$ cat config.mk
export PLATFORM = sky130hd
export DESIGN_NAME = bspm_back
export DESIGN_NICKNAME = d
export VERILOG_FILES = /design/src/hdl/assert_macros.svh /design/src/hdl/bspm_pkg.sv /design/src/hdl/bspm_back.sv
export SDC_FILE = /design/constraint.sdc
export NUM_CORES = 1
export LEC_CHECK = 0
export BUFFER_PORTS_ARGS = -buffer_cell sky130_fd_sc_hd__buf_2
export CORE_ASPECT_RATIO = 1.25
export CORE_UTILIZATION = 49
export DETAILED_ROUTE_END_ITERATION = 8
export PLACE_DENSITY = 0.83
export SLEW_MARGIN = 20
export SYNTH_ARGS = -nofsm -noshare
export SYNTH_HDL_FRONTEND = slang
export SYNTH_SLANG_ARGS = --single-unit
export TNS_END_PERCENT = 10
$ cat constraint.sdc
create_clock -name aclk -period 5.3 [get_ports aclk]
set_input_delay 0.795 -clock aclk [delete_from_list [all_inputs] [get_ports aclk]]
set_output_delay 0.795 -clock aclk [all_outputs]
set_load 0.03 [all_outputs]
$ cat src/hdl/assert_macros.svh
// assertion macros shared by the rtl
`ifndef ASSERT_MACROS_SVH
`define ASSERT_MACROS_SVH

// property that must hold at every clock outside reset
`define ASSERT_ALWAYS(label, prop, msg) \
    label: assert property (@(posedge aclk) disable iff (!aresetn) (prop)) \
        else $error(msg);

// condition that forces a consequence in the following cycle
`define ASSERT_NEXT(label, ante, cons, msg) \
    label: assert property (@(posedge aclk) disable iff (!aresetn) (ante) |=> (cons)) \
        else $error(msg);

`endif

$ cat src/hdl/bspm_pkg.sv
// types and constants of the bracket string pair matcher
package bspm_pkg;

    localparam int MAX_LENGTH  = 1024;
    localparam int POS_W       = 10;
    localparam int POS_CAP     = (1 << POS_W) - 1;
    localparam int POS_LIMIT   = (MAX_LENGTH - 1 < POS_CAP) ? MAX_LENGTH - 1 : POS_CAP;
    localparam int CNT_W       = POS_W + 1;
    localparam int STACK_DEPTH = 1 << POS_W;
    localparam int STACK_AW    = POS_W;
    localparam int QUEUE_DEPTH = 4;

    localparam logic [7:0] SYM_OPEN  = 8'h28;
    localparam logic [7:0] SYM_CLOSE = 8'h29;

    localparam logic CMD_CHAR   = 1'b0;
    localparam logic CMD_FINISH = 1'b1;

    localparam logic KIND_WRITE   = 1'b0;
    localparam logic KIND_SUMMARY = 1'b1;

    localparam logic [1:0] STATUS_OK             = 2'd0;
    localparam logic [1:0] STATUS_UNMATCHED_CLOSE = 2'd1;
    localparam logic [1:0] STATUS_UNMATCHED_OPEN  = 2'd2;
    localparam logic [1:0] STATUS_TOO_LONG        = 2'd3;

    typedef logic [POS_W-1:0] pos_t;

    typedef enum logic [1:0] {
        OP_SINGLE,
        OP_PAIR,
        OP_SUMMARY
    } op_code_t;

    typedef struct packed {
        logic       cmd;
        logic [7:0] symbol;
    } in_item_t;

    typedef struct packed {
        logic       kind;
        pos_t       position;
        pos_t       partner;
        logic [1:0] status;
        logic       last;
    } out_item_t;

    // work entry handed from the front to the back
    typedef struct packed {
        op_code_t   code;
        pos_t       position;
        pos_t       partner;
        logic [1:0] status;
    } op_t;

endpackage

$ cat src/hdl/bspm_back.sv
// back end: turns work entries into result items through an output register
module bspm_back (
    input  logic                aclk,
    input  logic                aresetn,
    input  logic                q_valid,
    output logic                q_ready,
    input  bspm_pkg::op_t       q_op,
    output logic                m_valid,
    input  logic                m_ready,
    output bspm_pkg::out_item_t m_item
);

    logic                m_valid_reg, m_valid_next;
    bspm_pkg::out_item_t m_item_reg, m_item_next;
    logic                phase_reg, phase_next;
    logic                out_free;
    logic                load;

    assign out_free = !m_valid_reg || m_ready;
    assign load     = out_free && q_valid;
    assign q_ready  = load && ((q_op.code != bspm_pkg::OP_PAIR) || phase_reg);

    always_comb begin
        m_item_next          = m_item_reg;
        m_item_next.kind     = bspm_pkg::KIND_WRITE;
        m_item_next.position = q_op.position;
        m_item_next.partner  = '0;
        m_item_next.status   = bspm_pkg::STATUS_OK;
        m_item_next.last     = 1'b1;
        phase_next           = phase_reg;

        unique case (q_op.code)
            bspm_pkg::OP_SUMMARY: begin
                m_item_next.kind   = bspm_pkg::KIND_SUMMARY;
                m_item_next.status = q_op.status;
            end
            bspm_pkg::OP_PAIR: begin
                // opener entry first, then the closing position
                if (!phase_reg) begin
                    m_item_next.position = q_op.partner;
                    m_item_next.partner  = q_op.position;
                    m_item_next.last     = 1'b0;
                end else begin
                    m_item_next.partner = q_op.partner;
                end
                if (load) begin
                    phase_next = !phase_reg;
                end
            end
            default: begin
                m_item_next.partner = '0;
            end
        endcase

        if (!load) begin
            m_item_next = m_item_reg;
        end

        if (load) begin
            m_valid_next = 1'b1;
        end else if (m_ready) begin
            m_valid_next = 1'b0;
        end else begin
            m_valid_next = m_valid_reg;
        end
    end

    always_ff @(posedge aclk) begin
        if (!aresetn) begin
            m_valid_reg <= 1'b0;
            phase_reg   <= 1'b0;
        end else begin
            m_valid_reg <= m_valid_next;
            phase_reg   <= phase_next;
        end
        m_item_reg <= m_item_next;
    end

    assign m_valid = m_valid_reg;
    assign m_item  = m_item_reg;

endmodule

# Yosys cells after proc, flatten, opt, wreduce, memory -nomap -nowiden
# Index checks and enable logic that the tools add are counted.
# Widths: inputs -> output; s select.
dict set report classes {
  reduce_logical 8
  eq_ne 3
  muxes 7
}
# op count
set ops {}
lappend ops {{$mux 10} 3}
lappend ops {{$mux 1} 4}
lappend ops {{$eq 2x1->1 const B} 1}
lappend ops {{$eq 2x2->1 const B} 1}
lappend ops {{$logic_and 1x1->1} 2}
lappend ops {{$logic_not 1->1} 2}
lappend ops {{$logic_or 1x1->1} 2}
lappend ops {{$ne 2x1->1 const B} 1}
lappend ops {{$reduce_and 2->1} 1}
lappend ops {{$reduce_bool 2->1} 1}
dict set report totals {
  output_inout_bits 26
  reg_bits 26
  elab_cells 25
}

# Logic depth before layout (Yosys ltp)
dict set report logic_depth {
  word_depth 4
  ltp_mapped 4
}

# Worst setup path after synthesis
# OpenSTA, ideal clock, no wires.
dict set report synth_timing {
  path_type {input to output}
  from {in m_ready}
  to {out q_ready}
  n_path_buf 0
  setup_slack_ns 1.952
  path_stages 3
  arrival_ns 2.553
  cell_sequence {nor2b_1 -> nor2b_1 -> nor2b_1}
}
dict set report synth_between {
  elab_chain_len 3
}
# element line_no
set synth_rtl {}
lappend synth_rtl {{start: declaration} bspm_back.sv:9} ;# input logic m_ready,
lappend synth_rtl {{$logic_or 1x1->1} bspm_back.sv:19} ;# assign out_free = !m_valid_reg || m_ready;
lappend synth_rtl {{$logic_and 1x1->1} bspm_back.sv:20} ;# assign load = out_free && q_valid;
lappend synth_rtl {{named net load} bspm_back.sv:17} ;# logic load;
lappend synth_rtl {{$logic_and 1x1->1} bspm_back.sv:21} ;# assign q_ready = load && ((q_op.code != bspm_pkg::OP_PAIR) || phase_reg);
lappend synth_rtl {{end: declaration} bspm_back.sv:6} ;# output logic q_ready,
# The timed path passes the listed nets, and every way through them passes these cells.

# Worst setup path after layout
dict set report layout_timing {
  from {in q_op[23] (netlist name)}
  to {out q_ready}
}
dict set report layout_between {
  elab_chain_len 3
}
# element line_no
set layout_rtl {}
lappend layout_rtl {{start: declaration} bspm_back.sv:7} ;# input bspm_pkg::op_t q_op,
lappend layout_rtl {{$ne 2x1->1} bspm_back.sv:21}
lappend layout_rtl {{$logic_or 1x1->1} bspm_back.sv:21}
lappend layout_rtl {{$logic_and 1x1->1} bspm_back.sv:21}
# Every way passes these cells.

==> results.md <==
- Status: complete, no violations
- Seq cells post-synth: 26
- IO Port Bufs: 53
- Core box area: 0.00221 sq mm
- Final ANT Viol Nets: 0
- H-Tree Depth: 1
- Fmax: around 390 MHz
- Library cells used by synthesis: 18
- Fillers: roughly 160
- Async SR Flop Fraction: 0
- Share of the synthesized area in the top cell type: 0.619
- Clock Root Buffer: clkbuf_4
- Hold_sp: m_valid
- Post-CTS Setup Repair Bufs: 0
- DRT iter0 DRCs: 19
- Mapped Nets: 101
- Clock buffer depth: 2
- Register area: 761 sq um
- First-pass GRT wire length: 2.89 mm
- # rows: 19
- Synth Instances: 73
- Worst setup path start: q_op[23]
- Final period util: 0.482
- CP Capture Type: output port
- # placed instances: 155
- Most frequent cells after synthesis: 24 x edfxtp_1, 11 x mux2i_1, 10 x nor2_1, 8 x mux2_4, 4 x nor2b_1
- Sequential fraction of the synthesis area: 0.653
- Largest register FFs: 24
- Wire length per cell: between 10 and 15 um
- Peak supply drop: 152 uV
- Fin Setup TNS: 0 ps
- Worst r2r src: phase_reg
- CP Data Required Time: 4510 ps
- CTS Hold Bufs: 0
- Vias in the first global route: 656
- DP Worst Slack: ~2700 ps
- Slew @ Worst Pin: 775 ps
- Power per cell area: 285 mW/mm^2
- CP startpoint kind: input pin
- Number of diodes: 0
- Vias: 780
- GRT Util Overall: 0.157
- Critical path class: input pin to output port
- Routed wire length: ~2.0 mm
- Clk sink count: 26
- Max FO, Critical Path: 12
- Setup violations, final: 0
- Post-CTS Resized: 0
- Initial Util: 0.527
- Area grow syn2layout: 28.1%
- Antenna violations before repair: 0
- Multi-input logic area: 380 sq um
- Endpoints failing hold: 0
- Hold path cells: 2
- CP arrival: 1760 ps
- Layout Skew: 5.32 ps
- Ports: 54
- Most numerous cell in the Yosys netlist: edfxtp_1
- Core Util, Final: 0.675
- TritonRoute pass-1 iters: 4
- Post-route insts no fill: 159
- Worst Hold Margin: 662 ps
- Synth warn: 0
- Clk slew on worst S/H paths: 130 ps
- Die Y-Extent: 56.5 um
- Top FF cell, synth: edfxtp_1
- Post-synth EDFFs: 24
- Worst min-delay path class: flop to flop
- Final min period: 2550 ps
- Vias per cell: 4.91
- GPL Wtd Cong: between 0.6 and 0.7
- Syn_area_per_cell: 16.0 sq um
- Pin count of the biggest net entering global routing: 26
- Die extent in x: roughly 46 um
- RSZ-0062 raised after global routing: no
- Total grt overflow: 0
- Share of layout cells above drive strength 1: 0.547
- Worst-Skew Late Latency: 310 ps
- Final #Nets: approximately 160
- Post-route DRC: 0
- Dominant cell type by area after synthesis: edfxtp_1
- Max-slew headroom: 0.482
- Final worst-path setup slack: 2750 ps
- Mapped Area: 0.00116 sq mm
- Max-cap violations: 0
- Detailed Place HPWL: 1.48 mm
- Leakage: 0.642 nW
- CTS buffer count: 3
- Slew Limit Fails: 0
- Die area: 0.00258 sq mm
- Post-route cell area: 0.00149 sq mm
- Pwr Total: approximately 420 uW
- Placed cell areas: 0.00146 sq mm
- CTS tree: done
- FF-to-FF path depth: 2
- Largest cells by area after synthesis: edfxtp_1 62%, mux2_4 10%, mux2i_1 9.5%
-- worst max-delay path, stage by stage --
cell	delay, ps
buf_2	100
nand2b_4	200
nor2_4	380
nor2b_1	80
buf_2	190
-- power breakdown --
| part | switching [mW] | internal (mW) | total [mW] |
|---|---|---|---|
| Combinational | 0.0498 | 0.0324 | 0.0822 |
| Sequential | 0.00551 | 0.240 | 0.245 |
| Clock | 0.0557 | 0.0419 | 0.0976 |
| Total | 0.111 | 0.314 | 0.425 |
-- cell usage in the layout (no fill, tap or decap), drive strengths merged --
master  Yosys  layout
nor2       11      11
nor3b       1       1
edfxtp     24      24
nor2b       4       4
dfxtp       2       2
clkbuf      1       4
o21a        1       1
buf         2      54
and2        2       2
inv         1       1
nand2b      2       2
nand2       1       1
mux2i      11      11
mux2       10      10
-- metal layers --
| layer | routed length (um) | up-vias | GRT usage |
|---|---|---|---|
| li1 | - | 373 | - |
| met5 | 0 | - | 0 |
| met1 | 724 | 381 | 0.169 |
| met3 | 100 | 2 | 0.0225 |
| met4 | 17 | 0 | 0.0606 |
| met2 | 1170 | 24 | 0.288 |
-- worst paths after layout --
path / to / slack, ps
worst max-delay path: q_ready / 2750
worst min-delay path: m_valid / 660
worst max register to register: m_item[13] / 3600
worst min register to register: m_valid / 660
-- kinds of logic (layout without fill, tap and decap cells) --
group,count (synthesis),count (layout),share of synthesized area
AND/OR/NAND/NOR,21,21,0.101
flip-flops,26,26,0.653
AO/OA/AOI/OAI,1,1,0.00645
multiplexers,21,21,0.217
buffers and inverters,4,59,0.0226
-- cell type report --
cell class | count | share of cell area
inverter | 1 | 0.00251
sequential | 26 | 0.510
multi-input combinational | 43 | 0.255
tap | 31 | 0.0260
clock buffer | 4 | 0.0243
timing repair buffer | 54 | 0.183
(Power assumes the default switching activity.)
