===== src/hdl/assert_macros.svh =====
// assertion macros shared by the rtl
`ifndef ASSERT_MACROS_SVH
`define ASSERT_MACROS_SVH

// property that must hold at every clock outside reset
`define ASSERT_ALWAYS(label, prop, msg) \
    label: assert property (@(posedge aclk) disable iff (!aresetn) (prop)) \
        else $error(msg);

// condition that forces a consequence in the following cycle
`define ASSERT_NEXT(label, ante, cons, msg) \
    label: assert property (@(posedge aclk) disable iff (!aresetn) (ante) |=> (cons)) \
        else $error(msg);

`endif


===== src/hdl/bspm_pkg.sv =====
// types and constants of the bracket string pair matcher
package bspm_pkg;

    localparam int MAX_LENGTH  = 1024;
    localparam int POS_W       = 10;
    localparam int POS_CAP     = (1 << POS_W) - 1;
    localparam int POS_LIMIT   = (MAX_LENGTH - 1 < POS_CAP) ? MAX_LENGTH - 1 : POS_CAP;
    localparam int CNT_W       = POS_W + 1;
    localparam int STACK_DEPTH = 1 << POS_W;
    localparam int STACK_AW    = POS_W;
    localparam int QUEUE_DEPTH = 4;

    localparam logic [7:0] SYM_OPEN  = 8'h28;
    localparam logic [7:0] SYM_CLOSE = 8'h29;

    localparam logic CMD_CHAR   = 1'b0;
    localparam logic CMD_FINISH = 1'b1;

    localparam logic KIND_WRITE   = 1'b0;
    localparam logic KIND_SUMMARY = 1'b1;

    localparam logic [1:0] STATUS_OK             = 2'd0;
    localparam logic [1:0] STATUS_UNMATCHED_CLOSE = 2'd1;
    localparam logic [1:0] STATUS_UNMATCHED_OPEN  = 2'd2;
    localparam logic [1:0] STATUS_TOO_LONG        = 2'd3;

    typedef logic [POS_W-1:0] pos_t;

    typedef enum logic [1:0] {
        OP_SINGLE,
        OP_PAIR,
        OP_SUMMARY
    } op_code_t;

    typedef struct packed {
        logic       cmd;
        logic [7:0] symbol;
    } in_item_t;

    typedef struct packed {
        logic       kind;
        pos_t       position;
        pos_t       partner;
        logic [1:0] status;
        logic       last;
    } out_item_t;

    // work entry handed from the front to the back
    typedef struct packed {
        op_code_t   code;
        pos_t       position;
        pos_t       partner;
        logic [1:0] status;
    } op_t;

endpackage


===== src/hdl/bspm_queue.sv =====
// short work queue between front and back
module bspm_queue (
    input  logic          aclk,
    input  logic          aresetn,
    input  logic          in_valid,
    output logic          in_ready,
    input  bspm_pkg::op_t in_op,
    output logic          out_valid,
    input  logic          out_ready,
    output bspm_pkg::op_t out_op
);

    localparam int AW = $clog2(bspm_pkg::QUEUE_DEPTH);
    localparam int CW = $clog2(bspm_pkg::QUEUE_DEPTH + 1);

    bspm_pkg::op_t  entry_reg [bspm_pkg::QUEUE_DEPTH];
    logic [AW-1:0]  wr_ptr_reg, wr_ptr_next;
    logic [AW-1:0]  rd_ptr_reg, rd_ptr_next;
    logic [CW-1:0]  count_reg, count_next;
    logic           push;
    logic           pop;

    assign in_ready  = count_reg != CW'(bspm_pkg::QUEUE_DEPTH);
    assign out_valid = count_reg != '0;
    assign out_op    = entry_reg[rd_ptr_reg];
    assign push      = in_valid && in_ready;
    assign pop       = out_valid && out_ready;

    always_comb begin
        wr_ptr_next = push ? wr_ptr_reg + 1'b1 : wr_ptr_reg;
        rd_ptr_next = pop ? rd_ptr_reg + 1'b1 : rd_ptr_reg;
        case ({push, pop})
            2'b10:   count_next = count_reg + 1'b1;
            2'b01:   count_next = count_reg - 1'b1;
            default: count_next = count_reg;
        endcase
    end

    always_ff @(posedge aclk) begin
        if (push) begin
            entry_reg[wr_ptr_reg] <= in_op;
        end
    end

    always_ff @(posedge aclk) begin
        if (!aresetn) begin
            wr_ptr_reg <= '0;
            rd_ptr_reg <= '0;
            count_reg  <= '0;
        end else begin
            wr_ptr_reg <= wr_ptr_next;
            rd_ptr_reg <= rd_ptr_next;
            count_reg  <= count_next;
        end
    end

endmodule


===== config.mk =====
export PLATFORM = sky130hd
export DESIGN_NAME = bspm_queue
export DESIGN_NICKNAME = d
export VERILOG_FILES = /design/src/hdl/assert_macros.svh /design/src/hdl/bspm_pkg.sv /design/src/hdl/bspm_queue.sv
export SDC_FILE = /design/constraint.sdc
export NUM_CORES = 1
export LEC_CHECK = 0
export ABC_CLOCK_PERIOD_IN_PS = 4200
export BUFFER_PORTS_ARGS = -buffer_cell sky130_fd_sc_hd__buf_2
export CELL_PAD_IN_SITES_DETAIL_PLACEMENT = 1
export CELL_PAD_IN_SITES_GLOBAL_PLACEMENT = 1
export CORE_ASPECT_RATIO = 1.25
export CORE_UTILIZATION = 53
export DETAILED_ROUTE_END_ITERATION = 10
export PLACE_DENSITY = 0.87
export SYNTH_ARGS = -nofsm -noshare
export SYNTH_HDL_FRONTEND = slang
export SYNTH_SLANG_ARGS = --single-unit

===== constraint.sdc =====
create_clock -name aclk -period 4.2 [get_ports aclk]
set_input_delay 1.05 -clock aclk [delete_from_list [all_inputs] [get_ports aclk]]
set_output_delay 1.05 -clock aclk [all_outputs]
set_load 0.05 [all_outputs]

== Word-level counts from Yosys, hierarchy flattened ==
Memories as Yosys holds them, arrays and structs flattened. A register that Yosys moved wholly into a read port is not among the register bits.
Index checks and enable logic that the tools add are counted.
Operators by class
  $add $sub $neg: 4
  $mul: 0
  div/mod/pow operators: 0
  order comparisons: 0
  equality and inequality tests: 3
  shifts and indexed selects: 0
  mux-type cells: 5
  bitwise logic cells: 0
  reductions and logical operators: 4
Operator list (number)
  $pmux W3 S2: 1
  $add A2 B1 Y2 const B: 2
  $mux W2: 2
  $add A3 B1 Y3 const B: 1
  $ne A3 B3 Y1 const B: 1
  $reduce_bool A3 Y1: 1
  $sub A3 B1 Y3 const B: 1
  $eq A2 B1 Y1 const B: 1
  $eq A2 B2 Y1 const B: 1
  $logic_and A1 B1 Y1: 2
  $mux W1: 2
  $reduce_bool A2 Y1: 1
Storage, ports and cells
  register bits: 7
  latch bits: 0
  memory bits (writable): 96
  bits in read-only memories: 0
  input port bits: 28
  output and inout bits: 26
  logic and storage cells: 20
  memories kept: 1
Memories
  entry_reg: depth 4, bits a word 24, read ports 1, clocked after Yosys merged registers in 1, write ports 1, RTL line bspm_queue.sv:16  | bspm_pkg::op_t entry_reg [bspm_pkg::QUEUE_DEPTH];

== Depth between registers and ports, before layout ==
  depth in word-level cells: 4
  depth in mapped cells: 9
  mapped depth without buffers: 9

== Least setup slack after synthesis ==
No wires, ideal clock.
  path kind: input to register
  from: input port in_valid
  to: register count_reg[2]
  library setup time: 0.076 ns
  arrival time: 2.446 ns
  required time: 4.124 ns
  setup slack: 1.678 ns
  cell stages on the path: 8
  buffers on the path: 0
  cells stage by stage: a21boi_2 -> inv_1 -> ha_1 -> inv_1 -> fa_1 -> xor2_1 -> or3_1 -> a21boi_0
Between the ends
  word-level cells in the longest chain between the ends: 3
  elaborated cells between the ends (all ways): 5
  classes of those cells: eq/ne (2); mux (1); reduce/logical (2)
RTL lines
  from (decl): RTL line bspm_queue.sv:5  | input logic in_valid,
  $logic_and A1 B1 Y1 (*): RTL line bspm_queue.sv:26  | assign push = in_valid && in_ready;
  $eq A2 B1 Y1 or $eq A2 B2 Y1 (tied branches): RTL line bspm_queue.sv:32  | case ({push, pop})
  $pmux W3 S2 or $reduce_bool A2 Y1 (tied branches)
  to (signal assigned): RTL line bspm_queue.sv:53  | count_reg <= count_next;
  to (decl): RTL line bspm_queue.sv:19  | logic [CW-1:0] count_reg, count_next;
Mark *: on every way between the ends. The rest lies on a longest branch, timed or not.
A chain may end at the register's enable or synchronous reset.

==> run metrics <==
result of the run=finished, final reports clean; post-route minimum period=3.17 ns; CTS H-Tree Depth=3; count of nets left with antenna violations after detail routing=0; post-synth top area cell=edfxtp_1; crit start category=flop; height of the chip=99.1 µm; ratio of cells with drive above 1 in the final layout=39.6%; Post-Synthesis Cell Area=0.00400 mm²; maximum buffer depth of the clock tree=2; Layout Cell Area excl Fill=0.00456 mm²; Relative slew margins=44.3%; register area share after synthesis=76.6%; Tcrit/Tclk final=75.4%; cts bufs inserted=9; kind of path behind the tightest hold check=flop to flop; total via count after detailed routing=1868; critical setup path kind=flop to primary output; number of antenna violations at the first check in global routing=0; final weighted congestion in routability-driven placement=0.717; starting utilization of the core area=54.3%; Largest register FFs=96; Final Routed Wirelength=6780 µm; chip width=79.7 µm; launch instance of the worst min-delay path=wr_ptr_reg[1]; RSZ-0062 raised after global routing=false; cell chosen for the clock root=clkbuf_8; leakage power of the design=1.55 nW; I/O pin cnt=54; clock transition at the register clock pins on the worst setup and hold paths after CTS=0.10 ns; hold-fix buffers at CTS=0; overall track demand over capacity in global routing=19.1%; count of warnings emitted by yosys=0; number of design-rule violations left by the first detailed-router iteration=130; per-instance average area after synthesis=22.5 µm²; detailed-routing iteration count for the pre-antenna-repair pass=4; Post-DP HPWL=4370 µm; TritonCTS Sinks=105; placed instance count=321; setup slack after placement=1.34 ns; area share of the largest cell type after synthesis=72.1%; number of cells upsized or downsized after cts=0; PortBufs=53; nets in the synthesized netlist=212; highest fanout seen on the critical path=24; max capacitance violation total=0; row count=35; most common library cell in the layout ignoring fill and taps=edfxtp_1; Sum Neg Setup Slack=0 ns; die area=0.00789 mm²; R2R Setup Slk=2.07 ns; CTS tree=done; final layout net count=274; overflow left after global routing=0; # fillers=672; total placed instance area=0.00435 mm²; final setup margin=1.03 ns; total of endpoints with negative setup slack in the final report=0; Cells after Synth=178; actual slew at the worst max-slew pin=0.836 ns; timing-limited maximum frequency=316 MHz; synthesized flop and latch total=105; relative area change from synthesis to final layout=14.0%; worst endpoint data arrival time=2.12 ns; count of different cell masters after synthesis=24; most frequent cells in the layout=edfxtp_1 (96), buf_2 (53), mux4_2 (20), clkbuf_8 (9), dfxtp_1 (8); vias in the first global route=2049; antenna diode count=0; first-pass GRT wire length=10500 µm; launch point of the worst reg-to-reg path=count_reg[1]; Slew Limit Fails=0; Clk Latency, worst-skew pair=0.36 ns; type of element capturing the critical path=primary output; synth top area cells=edfxtp_1 (72%), mux4_2 (11%), dfxtp_1 (4.5%); number of standard cells in the final layout excluding fillers=337; Vias/cell=5.54; maximum number of pins on one net before global-route repair=25; highest ir drop seen on vdd=0.362 mV; critical path data required time=3.15 ns; Routed WL per cell=20.1 µm; power density over the cells=645 mW/mm²; Final Skew=0.00765 ns; Post-CTS Repair Setup Buffers=0; DRC viols=0; endpoints failing hold=0; Core Footprint=0.00736 mm²
[synthesized netlist by cell type (all sizes together)]
master and n:
o311ai 1, or3 2, ha 5, xor2 1, dfxtp 9, and2 7, nor2 1, edfxtp 96
buf 5, o21ai 2, mux4 24, inv 6, o31a 1, xnor2 3, clkbuf 2, nor2b 2
mux2i 2, nand2 6, a21boi 2, fa 1
[area by class of cell]
type / count / area, µm² / share of cell area, %
Clock buffer: 9 / 124 / 2.72
Clock inverter: 7 / 85.1 / 1.87
Inverter: 6 / 22.5 / 0.494
Multi-Input combinational cell: 60 / 842 / 18.5
Sequential cell: 105 / 3060 / 67.3
Tap cell: 92 / 115 / 2.53
Timing Repair Buffer: 58 / 303 / 6.65
[worst paths after layout]
kind / to / cells after the start
setup / recovery: out_op[19] / 2
hold reg to reg: wr_ptr_reg[1] / 2
hold / removal: wr_ptr_reg[1] / 2
setup reg to reg: count_reg[2] / 9
[layer usage]
| layer | GRT usage [%] | share of wire (%) | vias up |
|---|---|---|---|
| met4 | 8.11 | 1.4 | 0 |
| met3 | 5.28 | 5.0 | 8 |
| met2 | 32.2 | 54 | 54 |
| met5 | 0 | 0 | - |
| met1 | 22.8 | 40 | 968 |
| li1 | - | - | 838 |
[kinds of logic (layout without fill, tap and decap cells)]
group / count (synthesis) / in the layout / share of synthesized area (%)
AO/OA/AOI/OAI: 6 / 6 / 1.35
adder cells (fa/ha/maj): 6 / 6 / 2.07
flip-flops: 105 / 105 / 76.6
XOR/XNOR: 4 / 4 / 0.877
AND/OR/NAND/NOR: 18 / 18 / 2.38
buffers and inverters: 13 / 80 / 2.29
multiplexers: 26 / 26 / 14.4
[worst max-delay path: stages (launching register included)]
cell	delay, ns
dfxtp_2	0.88
mux4_1	0.64
buf_2	0.23
[power by group]
group          internal, mW  switching (mW)
Sequential             1.26           0.112
Clock                 0.286           0.343
Combinational         0.314           0.619
Total                  1.86            1.07
[through the flow]
stage                     hold WS [ns]  utilization [%]  total power [mW]
after floorplan                  0.468                -              2.17
after global placement           0.489             59.1              2.32
after detailed placement         0.510             59.1              2.35
after CTS                        0.524             61.9              2.98
after global routing             0.544             61.9              3.07
final                            0.510             61.9              2.94
(Power assumes the default switching activity.)
